<file path="src/rtl/core/sced_pkg.sv">
// ============================================================================
// sced_pkg: shared types and constants
// Field widths, register indexes, direction codes and the result record of
// the cumulative seam energy block.
// ============================================================================
`timescale 1ns / 1ps
`default_nettype none

package sced_pkg;

  localparam int GRAY_W     = 8;
  localparam int BAL_W      = 8;
  localparam int ENERGY_W   = 24;
  localparam int SUM_W      = ENERGY_W + 2;
  localparam int DIR_W      = 2;
  localparam int COORD_W    = 10;
  localparam int CFG_DATA_W = 11;
  localparam int CFG_IDX_W  = 2;

  localparam logic [ENERGY_W-1:0] ENERGY_MAX = '1;

  localparam logic [CFG_IDX_W-1:0] REG_IMAGE_WIDTH  = 2'd0;
  localparam logic [CFG_IDX_W-1:0] REG_IMAGE_HEIGHT = 2'd1;

  localparam logic [CFG_DATA_W-1:0] IMAGE_WIDTH_RST  = 11'd1024;
  localparam logic [CFG_DATA_W-1:0] IMAGE_HEIGHT_RST = 11'd1024;

  localparam logic signed [DIR_W-1:0] DIR_LEFT  = -2'sd1;
  localparam logic signed [DIR_W-1:0] DIR_UP    = 2'sd0;
  localparam logic signed [DIR_W-1:0] DIR_RIGHT = 2'sd1;

  // Result queue sizing
  localparam int OQ_DEPTH = 4;
  localparam int OQ_PTR_W = $clog2(OQ_DEPTH);
  localparam int OQ_CNT_W = $clog2(OQ_DEPTH + 1);

  typedef struct packed {
    logic [ENERGY_W-1:0]     cumulative_energy;
    logic signed [DIR_W-1:0] parent_direction;
    logic [COORD_W-1:0]      pixel_column;
    logic [COORD_W-1:0]      pixel_row;
    logic                    last_of_run;
  } result_t;

  // Which cost rule applies to one pixel
  typedef struct packed {
    logic row0;
    logic left;
    logic right;
  } cost_mode_t;

endpackage

`default_nettype wire

</file>
<file path="src/rtl/core/sced_out_queue.sv">
// ============================================================================
// sced_out_queue: result queue
// Small FIFO between the compute stage and the result channel; takes up to
// two results per cycle and hands out one.
// ============================================================================
`timescale 1ns / 1ps
`default_nettype none

module sced_out_queue (
  input  logic                              clk_i,
  input  logic                              rst_ni,
  input  logic [1:0]                        push_cnt_i,
  input  sced_pkg::result_t                 push_data0_i,
  input  sced_pkg::result_t                 push_data1_i,
  input  logic                              pop_i,
  output logic                              valid_o,
  output sced_pkg::result_t                 head_o,
  output logic [sced_pkg::OQ_CNT_W-1:0]     space_o
);
  import sced_pkg::*;

  result_t               ent_q [OQ_DEPTH];
  logic [OQ_PTR_W-1:0]   wr_ptr_q, wr_ptr_d;
  logic [OQ_PTR_W-1:0]   rd_ptr_q, rd_ptr_d;
  logic [OQ_CNT_W-1:0]   count_q, count_d;
  logic                  do_pop;

  assign do_pop  = pop_i && (count_q != '0);
  assign valid_o = (count_q != '0);
  assign head_o  = ent_q[rd_ptr_q];
  assign space_o = OQ_CNT_W'(OQ_DEPTH) - count_q;

  assign wr_ptr_d = wr_ptr_q + OQ_PTR_W'(push_cnt_i);
  assign rd_ptr_d = rd_ptr_q + OQ_PTR_W'(do_pop);
  assign count_d  = count_q + OQ_CNT_W'(push_cnt_i) - OQ_CNT_W'(do_pop);

  always_ff @(posedge clk_i or negedge rst_ni) begin
    if (!rst_ni) begin
      wr_ptr_q <= '0;
      rd_ptr_q <= '0;
      count_q  <= '0;
    end else begin
      wr_ptr_q <= wr_ptr_d;
      rd_ptr_q <= rd_ptr_d;
      count_q  <= count_d;
    end
  end

  always_ff @(posedge clk_i) begin
    if (push_cnt_i != 2'd0) begin
      ent_q[wr_ptr_q] <= push_data0_i;
    end
    if (push_cnt_i == 2'd2) begin
      ent_q[wr_ptr_q + OQ_PTR_W'(1)] <= push_data1_i;
    end
  end

endmodule

`default_nettype wire

</file>
<file path="config.mk">
export PLATFORM = sky130hd
export DESIGN_NAME = sced_out_queue
export DESIGN_NICKNAME = d
export VERILOG_FILES = /design/src/rtl/core/sced_pkg.sv /design/src/rtl/core/sced_out_queue.sv
export SDC_FILE = /design/constraint.sdc
export NUM_CORES = 1
export LEC_CHECK = 0
export BUFFER_PORTS_ARGS = -buffer_cell sky130_fd_sc_hd__buf_4
export CAP_MARGIN = 10
export CORE_ASPECT_RATIO = 1.25
export CORE_MARGIN = 3
export CORE_UTILIZATION = 25
export CTS_CLUSTER_DIAMETER = 30
export DETAILED_ROUTE_END_ITERATION = 10
export PLACE_DENSITY = 0.41
export SYNTH_ARGS = -nofsm -noshare
export SYNTH_HDL_FRONTEND = slang
export SYNTH_SLANG_ARGS = --single-unit
</file>
<file path="constraint.sdc">
create_clock -name clk_i -period 7.63 [get_ports clk_i]
set_input_delay 1.526 -clock clk_i [delete_from_list [all_inputs] [get_ports clk_i]]
set_output_delay 1.526 -clock clk_i [all_outputs]
set_load 0.03 [all_outputs]
</file>
==> summary.md <==
| Metric | Value |
|---|---|
| Fillers | `3791` |
| Post-DP HPWL | `14760 µm` |
| Mean post-synth cell area | `19.52 µm²` |
| Setup crit end kind | `output port` |
| Vias/cell | `4.544` |
| CTS tree | `yes` |
| DRC viols | `0` |
| Critical Path Source | `rd_ptr_q[0]` |
| Leakage | `0.004228 µW` |
| Fin crit share | `55.67%` |
| DRT Wirelength | `25710 µm` |
| Place WS | `3410 ps` |
| Clock Latency Late Sink | `450 ps` |
| Clock Pin Slew Worst Setup and Hold Paths | `80 ps` |
| Port bufs | `149` |
| # setup viols final | `0` |
| Hold/Removal Path Class | `flop to flop` |
| # IOs | `150` |
| DRT Pass-1 Iters | `4` |
| DR iter-0 viols | `253` |
| WP data arrival | `2720 ps` |
| Area Overhead vs Synth | `22.69%` |
| Peak supply drop | `0.2797 mV` |
| Sequential-to-total area share from yosys stat | `59.88%` |
| GR peak layer | `met2` |
| PD cells | `385.7 nW/µm²` |
| Max FO, Critical Path | `27` |
| Cell Area, Synth | `9721 µm²` |
| Routability cong. | `0.6747` |
| Unrepaired setup endpoints after global routing | `false` |
| Post-synth cell types | `26` |
| Met3 GRT Util | `2.439%` |
| Worst setup margin | `3382 ps` |
| Switching pwr | `1693 µW` |
| Highest clock rate | `0.2354 GHz` |
| Die X | `182.4 µm` |
| Most common cell after layout, fill and taps aside | `edfxtp_1` |
| DRT antenna net count | `0` |
| Final Hold Viols | `0` |
| Max-slew headroom | `27.75%` |
| Clk buf depth | `2` |
| GR Util met2 | `22.49%` |
| Post-CTS resize count | `0` |
| Most frequent cells in the layout | `edfxtp_1, buf_4, mux2_2` |
| Yosys Warn Count | `0` |
| Yosys reg bits | `195` |
| Share of layout cells above drive strength 1 | `63.26%` |
| Met1 Track Usage GR | `15.47%` |
| Max cap viols | `0` |
| Start of the worst register-to-register path | `wr_ptr_q[1]` |
| Status | `complete, no violations` |
| Worst path required time | `6100 ps` |
| Top_reg_cell synth | `edfxtp_1` |
| Number of global-route vias before repair | `5886` |
| # diodes | `0` |
| Combinational group share of total power | `42.2%` |
| Internal power | `2908 µW` |
| Final Hold Slack | `482.4 ps` |
| Die height | `226.5 µm` |
| # rows | `80` |
| Minimum clock period | `4248 ps` |
| Sw Ratio | `36.79%` |
| Core area | `38240 µm²` |
| EDFF count, synth | `188` |
| Post-CTS Setup Inserts | `0` |
| Post-synth ARST share | `3.590%` |
| Skew final | `13.55 ps` |
| Final net count | `748` |
| Post-CTS Hold Buffers | `0` |
| Wire per inst | `22.39 µm` |
| Count of clock tree sinks | `195` |
| Die area | `41300 µm²` |
| Startpoint Class | `flop` |
| FF/Latch Area | `5826 µm²` |
| CTS root buf | `clkbuf_16` |
| Clock Power Share | `19.6%` |
| Initial antenna violation count | `1` |
| Synthesized Nets | `603` |
| Final Power | `4600 µW` |
| Multi-input logic area | `3662 µm²` |
| Total grt overflow | `0` |
| Mapped Cells | `498` |
| DR vias | `5217` |
| Setup TNS | `0 ps` |
| Max-slew violations | `0` |
| Global-route wire length before repair | `38210 µm` |
| Cts bufs inserted | `17` |
| Worst-Margin Slew | `1084 ps` |
| CP Class | `flop to output port` |
| Initial Utilization | `25.42%` |
| Largest net degree at the start of global routing | `49` |
| CTS H-Tree Depth | `4` |
| Global Route Usage Sum | `12.76%` |
| Seq pwr share | `38.2%` |
| Hold Startpoint | `count_q[2]` |
-- worst max-delay path: stages (launching register included) --
cell and delay (ps):
dfrtp_4 770, buf_4 650, mux4_2 630, buf_4 190
-- cell type report --
type | instances | area share [%]
repair buffers | 160 | 10.07
clock buffers | 24 | 4.490
flip-flops and latches | 195 | 48.85
well taps | 492 | 5.162
inverters | 8 | 0.2518
multi-input cells | 261 | 30.71
clock inverters | 8 | 0.4721
-- cell usage after synthesis (all sizes together), types with 2 or more instances --
master / instances / area share (%)
and4bb: 2 / 0.26
buf: 30 / 2.4
clkbuf: 4 / 0.17
dfrtp: 7 / 1.8
edfxtp: 188 / 58
ha: 5 / 0.64
inv: 8 / 0.31
mux2: 188 / 24
mux4: 47 / 11
nor2: 2 / 0.077
o21bai: 2 / 0.15
xnor2: 7 / 0.63
-- flip-flops by register name (all words and copies together), names as in the netlist --
register / count
wr_ptr_q: 2
rd_ptr_q: 2
ent_q: 188
count_q: 3
-- final timing paths --
kind / to / slack (ps) / cells past startpoint
setup / recovery: head_o[34] / 3380 / 3
hold / removal: count_q[2] / 480 / 1
setup reg to reg: ent_q[2][32] / 4620 / 4
hold reg to reg: count_q[2] / 480 / 1
max in group asynchronous: rd_ptr_q[0] / 6610 / 1
min in group asynchronous: wr_ptr_q[0] / 880 / 1
-- through the flow --
| stage | instance area [µm²] | utilization (%) | cells |
|---|---|---|---|
| floorplan | 9721 | - | 498 |
| global placement | 11330 | 29.64 | 1116 |
| CTS | 11930 | 31.19 | 1148 |
| global route | 11930 | 31.19 | 1148 |
| finish | 11930 | 31.19 | 1148 |
| detailed placement | 11330 | 29.64 | 1116 |
-- power by group through the flow --
stage               logic, µW  registers (µW)  clock network, µW
detailed placement       2000            1790                  0
finish                   1940            1760                903
global placement         1990            1770                  0
floorplan                1350            1690                  0
global route             2080            1800                975
CTS                      2010            1770                938
-- layer usage --
layer | part of all wire (%) | vias up
met3 | 4.1 | 22
met5 | 0 | -
met2 | 53 | 114
li1 | - | 2316
met4 | 2.1 | 0
met1 | 41 | 2765
-- cells by family after synthesis --
kind of cell    Yosys count  share of synthesized area, %
xor+xnor                  7                        0.6307
simple gates              9                        0.8624
buf+inv                  42                         2.909
fa+ha+maj                 6                        0.8495
flops                   195                         59.88
mux                     236                         34.66
compound gates            3                        0.2059
Power figures use the tool's default switching activity.
