$ cat src/rtl/core/sced_pkg.sv
// ============================================================================
// sced_pkg: shared types and constants
// Field widths, register indexes, direction codes and the result record of
// the cumulative seam energy block.
// ============================================================================
`timescale 1ns / 1ps
`default_nettype none

package sced_pkg;

  localparam int GRAY_W     = 8;
  localparam int BAL_W      = 8;
  localparam int ENERGY_W   = 24;
  localparam int SUM_W      = ENERGY_W + 2;
  localparam int DIR_W      = 2;
  localparam int COORD_W    = 10;
  localparam int CFG_DATA_W = 11;
  localparam int CFG_IDX_W  = 2;

  localparam logic [ENERGY_W-1:0] ENERGY_MAX = '1;

  localparam logic [CFG_IDX_W-1:0] REG_IMAGE_WIDTH  = 2'd0;
  localparam logic [CFG_IDX_W-1:0] REG_IMAGE_HEIGHT = 2'd1;

  localparam logic [CFG_DATA_W-1:0] IMAGE_WIDTH_RST  = 11'd1024;
  localparam logic [CFG_DATA_W-1:0] IMAGE_HEIGHT_RST = 11'd1024;

  localparam logic signed [DIR_W-1:0] DIR_LEFT  = -2'sd1;
  localparam logic signed [DIR_W-1:0] DIR_UP    = 2'sd0;
  localparam logic signed [DIR_W-1:0] DIR_RIGHT = 2'sd1;

  // Result queue sizing
  localparam int OQ_DEPTH = 4;
  localparam int OQ_PTR_W = $clog2(OQ_DEPTH);
  localparam int OQ_CNT_W = $clog2(OQ_DEPTH + 1);

  typedef struct packed {
    logic [ENERGY_W-1:0]     cumulative_energy;
    logic signed [DIR_W-1:0] parent_direction;
    logic [COORD_W-1:0]      pixel_column;
    logic [COORD_W-1:0]      pixel_row;
    logic                    last_of_run;
  } result_t;

  // Which cost rule applies to one pixel
  typedef struct packed {
    logic row0;
    logic left;
    logic right;
  } cost_mode_t;

endpackage

`default_nettype wire

$ cat src/rtl/core/sced_cost.sv
// ============================================================================
// sced_cost: per-pixel energy evaluation
// Row-0 gradient, edge-column inheritance or forward-cost minimum over the
// three parents, with saturating sums.
// ============================================================================
`timescale 1ns / 1ps
`default_nettype none

module sced_cost (
  input  sced_pkg::cost_mode_t          mode_i,
  input  logic [sced_pkg::GRAY_W-1:0]   d_i,
  input  logic [sced_pkg::GRAY_W-1:0]   e_i,
  input  logic [sced_pkg::GRAY_W-1:0]   f_i,
  input  logic [sced_pkg::BAL_W-1:0]    bal_i,
  input  logic [sced_pkg::BAL_W-1:0]    edge_bal_left_i,
  input  logic [sced_pkg::BAL_W-1:0]    edge_bal_right_i,
  input  logic [sced_pkg::ENERGY_W-1:0] up_energy_l_i,
  input  logic [sced_pkg::ENERGY_W-1:0] up_energy_c_i,
  input  logic [sced_pkg::ENERGY_W-1:0] up_energy_r_i,
  input  logic [sced_pkg::GRAY_W-1:0]   up_gray_l_i,
  input  logic [sced_pkg::GRAY_W-1:0]   up_gray_c_i,
  input  logic [sced_pkg::GRAY_W-1:0]   up_gray_r_i,
  output logic [sced_pkg::ENERGY_W-1:0] energy_o,
  output logic signed [sced_pkg::DIR_W-1:0] dir_o
);
  import sced_pkg::*;

  function automatic logic [GRAY_W-1:0] adiff(input logic [GRAY_W-1:0] x,
                                                input logic [GRAY_W-1:0] y);
    return (x > y) ? (x - y) : (y - x);
  endfunction

  function automatic logic [ENERGY_W-1:0] sat(input logic [SUM_W-1:0] s);
    return (s > SUM_W'(ENERGY_MAX)) ? ENERGY_MAX : s[ENERGY_W-1:0];
  endfunction

  logic [GRAY_W-1:0]       row0_grad;
  logic [ENERGY_W-1:0]     row0_energy;
  logic [GRAY_W-1:0]       edge_grad;
  logic [BAL_W-1:0]        edge_bal;
  logic [ENERGY_W-1:0]     edge_energy;
  logic [GRAY_W-1:0]       ad, bd, be, cf, bf;
  logic [GRAY_W:0]         sva, svc, she;
  logic [ENERGY_W-1:0]     cand_l, cand_r, best;
  logic signed [DIR_W-1:0] best_dir;
  logic [ENERGY_W-1:0]     inner_energy;

  // Row 0: balance plus horizontal gradient, pixel stands in at the edges
  assign row0_grad   = mode_i.left  ? adiff(e_i, f_i) :
                       mode_i.right ? adiff(d_i, e_i) : adiff(d_i, f_i);
  assign row0_energy = ENERGY_W'((GRAY_W + 1)'(bal_i) + (GRAY_W + 1)'(row0_grad));

  // Edge columns: inherit straight down
  assign edge_grad   = mode_i.left ? adiff(e_i, f_i) : adiff(e_i, d_i);
  assign edge_bal    = mode_i.left ? edge_bal_left_i : edge_bal_right_i;
  assign edge_energy = sat(SUM_W'(up_energy_c_i) + SUM_W'(edge_bal)
                           + SUM_W'({edge_grad, 1'b0}));

  // Inner pixels: forward costs
  assign ad  = adiff(up_gray_l_i, d_i);
  assign bd  = adiff(up_gray_c_i, d_i);
  assign be  = adiff(up_gray_c_i, e_i);
  assign cf  = adiff(up_gray_r_i, f_i);
  assign bf  = adiff(up_gray_c_i, f_i);
  assign sva = (GRAY_W + 1)'(adiff(ad, bd)) + (GRAY_W + 1)'(adiff(be, bd));
  assign svc = (GRAY_W + 1)'(adiff(cf, bf)) + (GRAY_W + 1)'(adiff(be, bf));
  assign she = (GRAY_W + 1)'(adiff(d_i, e_i)) + (GRAY_W + 1)'(adiff(e_i, f_i))
               - (GRAY_W + 1)'(adiff(d_i, f_i));

  assign cand_l = sat(SUM_W'(up_energy_l_i) + SUM_W'(sva));
  assign cand_r = sat(SUM_W'(up_energy_r_i) + SUM_W'(svc));

  // Up first; a side wins only when strictly smaller
  always_comb begin
    best     = up_energy_c_i;
    best_dir = DIR_UP;
    if (cand_l < best) begin
      best     = cand_l;
      best_dir = DIR_LEFT;
    end
    if (cand_r < best) begin
      best     = cand_r;
      best_dir = DIR_RIGHT;
    end
  end

  assign inner_energy = sat(SUM_W'(best) + SUM_W'(she) + SUM_W'(bal_i));

  always_comb begin
    if (mode_i.row0) begin
      energy_o = row0_energy;
      dir_o    = DIR_UP;
    end else if (mode_i.left || mode_i.right) begin
      energy_o = edge_energy;
      dir_o    = DIR_UP;
    end else begin
      energy_o = inner_energy;
      dir_o    = best_dir;
    end
  end

endmodule

`default_nettype wire

$ cat config.mk
export PLATFORM = sky130hd
export DESIGN_NAME = sced_cost
export DESIGN_NICKNAME = d
export VERILOG_FILES = /design/src/rtl/core/sced_pkg.sv /design/src/rtl/core/sced_cost.sv
export SDC_FILE = /design/constraint.sdc
export NUM_CORES = 1
export LEC_CHECK = 0
export ABC_AREA = 1
export ABC_CLOCK_PERIOD_IN_PS = 35600
export BUFFER_PORTS_ARGS = -buffer_cell sky130_fd_sc_hd__buf_2
export CAP_MARGIN = 25
export CORE_MARGIN = 2
export CORE_UTILIZATION = 30
export DETAILED_ROUTE_END_ITERATION = 10
export MAX_ROUTING_LAYER = met4
export SETUP_SLACK_MARGIN = 0.4
export SLEW_MARGIN = 5
export SYNTH_ARGS = -nofsm -noshare
export SYNTH_HDL_FRONTEND = slang
export SYNTH_SLANG_ARGS = --single-unit
$ cat constraint.sdc
create_clock -name vclk -period 35.6
set_input_delay 0 -clock vclk [all_inputs]
set_output_delay 0 -clock vclk [all_outputs]
set_load 0.05 [all_outputs]
==> flow_metrics.env <==
export IMPL_max_cap_violations=0
export IMPL_final_setup_tns_ns=0
export IMPL_antenna_found_initial=1
export IMPL_die_w_um=221
export IMPL_worst_slew_pin_slew_ns=0.809
export IMPL_design_seq_count=0
export IMPL_drc=0
export IMPL_drive_above_1_share_pct=11.0
export IMPL_grt_ovfl_total=0
export IMPL_final_common_cell="nand2_1"
export IMPL_nets=2827
export IMPL_slowest_stage="o21ai_1"
export IMPL_port_buffers=173
export IMPL_slew_viol_final=0
export IMPL_grt_start_max_net_pins=34
export IMPL_max_stage_delay_ns=0.65
export IMPL_grt_pass1_wl_mm=77.1
export IMPL_n_clock_buffer=0
export IMPL_fillers=5188
export IMPL_register_area_sq_um=0
export IMPL_critPathKind="in2out"
export IMPL_final_cells=2942
export IMPL_grt_pass1_vias=14300
export IMPL_min_path_type="in2out"
export IMPL_wl_per_cell_um=17.1
export IMPL_ys_warn_count=0
export IMPL_detail_route_iter0_violations=1119
export IMPL_post_cts_buffers=0
export IMPL_netlist_instances=2193
export IMPL_cp_max_fo=33
export IMPL_syn_avg_cell_area_sq_um=6.42
export IMPL_dp_hpwl_mm=45.5
export IMPL_cts_resized=0
export IMPL_synth_cell_area_sq_mm=0.0141
export IMPL_crit_required_ns=35.60
export IMPL_met1Wirelength_mm=22.7
export IMPL_cp_arrival_ns=14.87
export IMPL_final_cell_mix="458 x nand2_1, 441 x inv_1, 277 x ha_1"
export IMPL_rsz0062_at_grt="false"
export IMPL_drt_wl_total_mm=50.2
export IMPL_avgViaCountPerCell=4.96
export IMPL_area_growth_pct=10.5
export IMPL_outcome="complete, no violations"
export IMPL_drt_first_pass_iters=5
export IMPL_fin_crit_sh_pct=41.8
export IMPL_synth_nets=2684
export IMPL_initial_core_util_pct=30.3
export IMPL_setup_viol=0
export IMPL_timing_critical_path_mode_cell="nand2_1"
export IMPL_synth_distinct_cells=62
export IMPL_max_clock_freq_mhz=67.3
export IMPL_fp_dieArea_sq_mm=0.0487
export IMPL_antenna_left=0
export IMPL_dr_total_vias=14600
export IMPL_die_h_um=221
export IMPL_globalplace_congestion=1.01
export IMPL_dr_max_layer_used="met4"
export IMPL_finalHoldViolCount=0
export IMPL_cts_hold_buffers=0
export IMPL_placedCellCount=2941
export IMPL_track_usage_pct=20.8
export IMPL_routed_wl_met2_mm=23.5
export IMPL_crit_path_end_kind="primary output"
export IMPL_period_minus_slack_ns=14.87
export IMPL_ios=173
export IMPL_start_kind="primary input"
export IMPL_row_count=79
export IMPL_core_area_sq_mm=0.0465
export IMPL_ys_seq_area_share_pct=0
export IMPL_wl_met3_mm=2.66
export IMPL_maxSlewHeadroom_pct=45.7
kinds of logic (layout without fill, tap and decap cells):
family,Yosys count,count (layout),synth area share [%]
AO/OA/AOI/OAI,437,437,18.0
XOR/XNOR,145,145,9.02
adder cells (fa/ha/maj),344,344,34.1
buffers and inverters,485,626,13.2
multiplexers,27,27,1.92
other,0,1,0
AND/OR/NAND/NOR,755,755,23.7
through the flow:
step	hold slack (ns)	util [%]	setup WS [ns]	instance area [sq um]
after global placement	0.534	33.5	21.05	15600
after floorplan	0.318	-	23.44	14100
after detailed placement	0.529	33.5	20.79	15600
final	0.550	33.5	20.73	15600
after global routing	0.549	33.5	18.89	15600
after CTS	0.530	33.5	20.75	15600
metal layers:
metal  vias to the layer above  GRT usage (%)
li1                       7378              -
met4                         0           4.69
met2                       463           35.5
met3                        91           1.15
met5                         -              -
met1                      6669           26.9
cells in the mapped netlist (3+ instances only):
cell type / n / area share (%)
nand3b_1: 3 / 0.16
o21ai_0: 147 / 5.2
or2_2: 11 / 0.49
buf_2: 4 / 0.14
a21o_1: 13 / 0.69
a21oi_2: 11 / 0.68
nor2_2: 3 / 0.13
nand2_2: 25 / 1.1
o221ai_1: 14 / 0.87
xor2_1: 114 / 7.1
o22ai_1: 8 / 0.36
o211ai_1: 10 / 0.53
a211oi_1: 18 / 0.96
nand3_2: 3 / 0.21
nor3_1: 16 / 0.57
nor2_1: 82 / 2.2
a31oi_1: 6 / 0.27
nand3_1: 101 / 3.6
ha_1: 277 / 25
nor4_1: 6 / 0.27
clkbuf_1: 27 / 0.72
fa_1: 67 / 9.5
nand2_1: 458 / 12
xnor2_1: 31 / 1.9
mux2i_1: 27 / 1.9
o21ai_1: 13 / 0.46
buf_4: 3 / 0.16
nand2_4: 3 / 0.24
inv_2: 4 / 0.11
a221o_1: 4 / 0.28
nor2_4: 6 / 0.48
a221oi_1: 6 / 0.37
a21oi_1: 162 / 5.8
o21bai_1: 10 / 0.53
inv_1: 441 / 12
o21a_1: 3 / 0.16
nand4_1: 24 / 1.1
worst max-delay path: cells and delay by family:
kind            cells  cell delay, ns
xor+xnor            2            0.47
simple gates       35            4.99
buf+inv            13            2.29
compound gates     22            4.21
fa+ha+maj           8            2.90
worst paths after layout:
path / start / endpoint / slack [ns] / cells after the start
setup / recovery: d_i[4] / energy_o[10] / 20.73 / 80
hold / removal: mode_i[2] / energy_o[0] / 0.55 / 4
layout make-up:
class              instances  area [sq um]  area share [%]
repair buffers           178           903            5.80
inverters                448          1680            10.8
well taps                607           759            4.88
multi-input cells       1708         12200            78.5
diodes                     1          2.50          0.0161
Power is left out: the tool's default activity adds up to more than one toggle a clock period on the data nets, which glitch-free logic cannot reach.
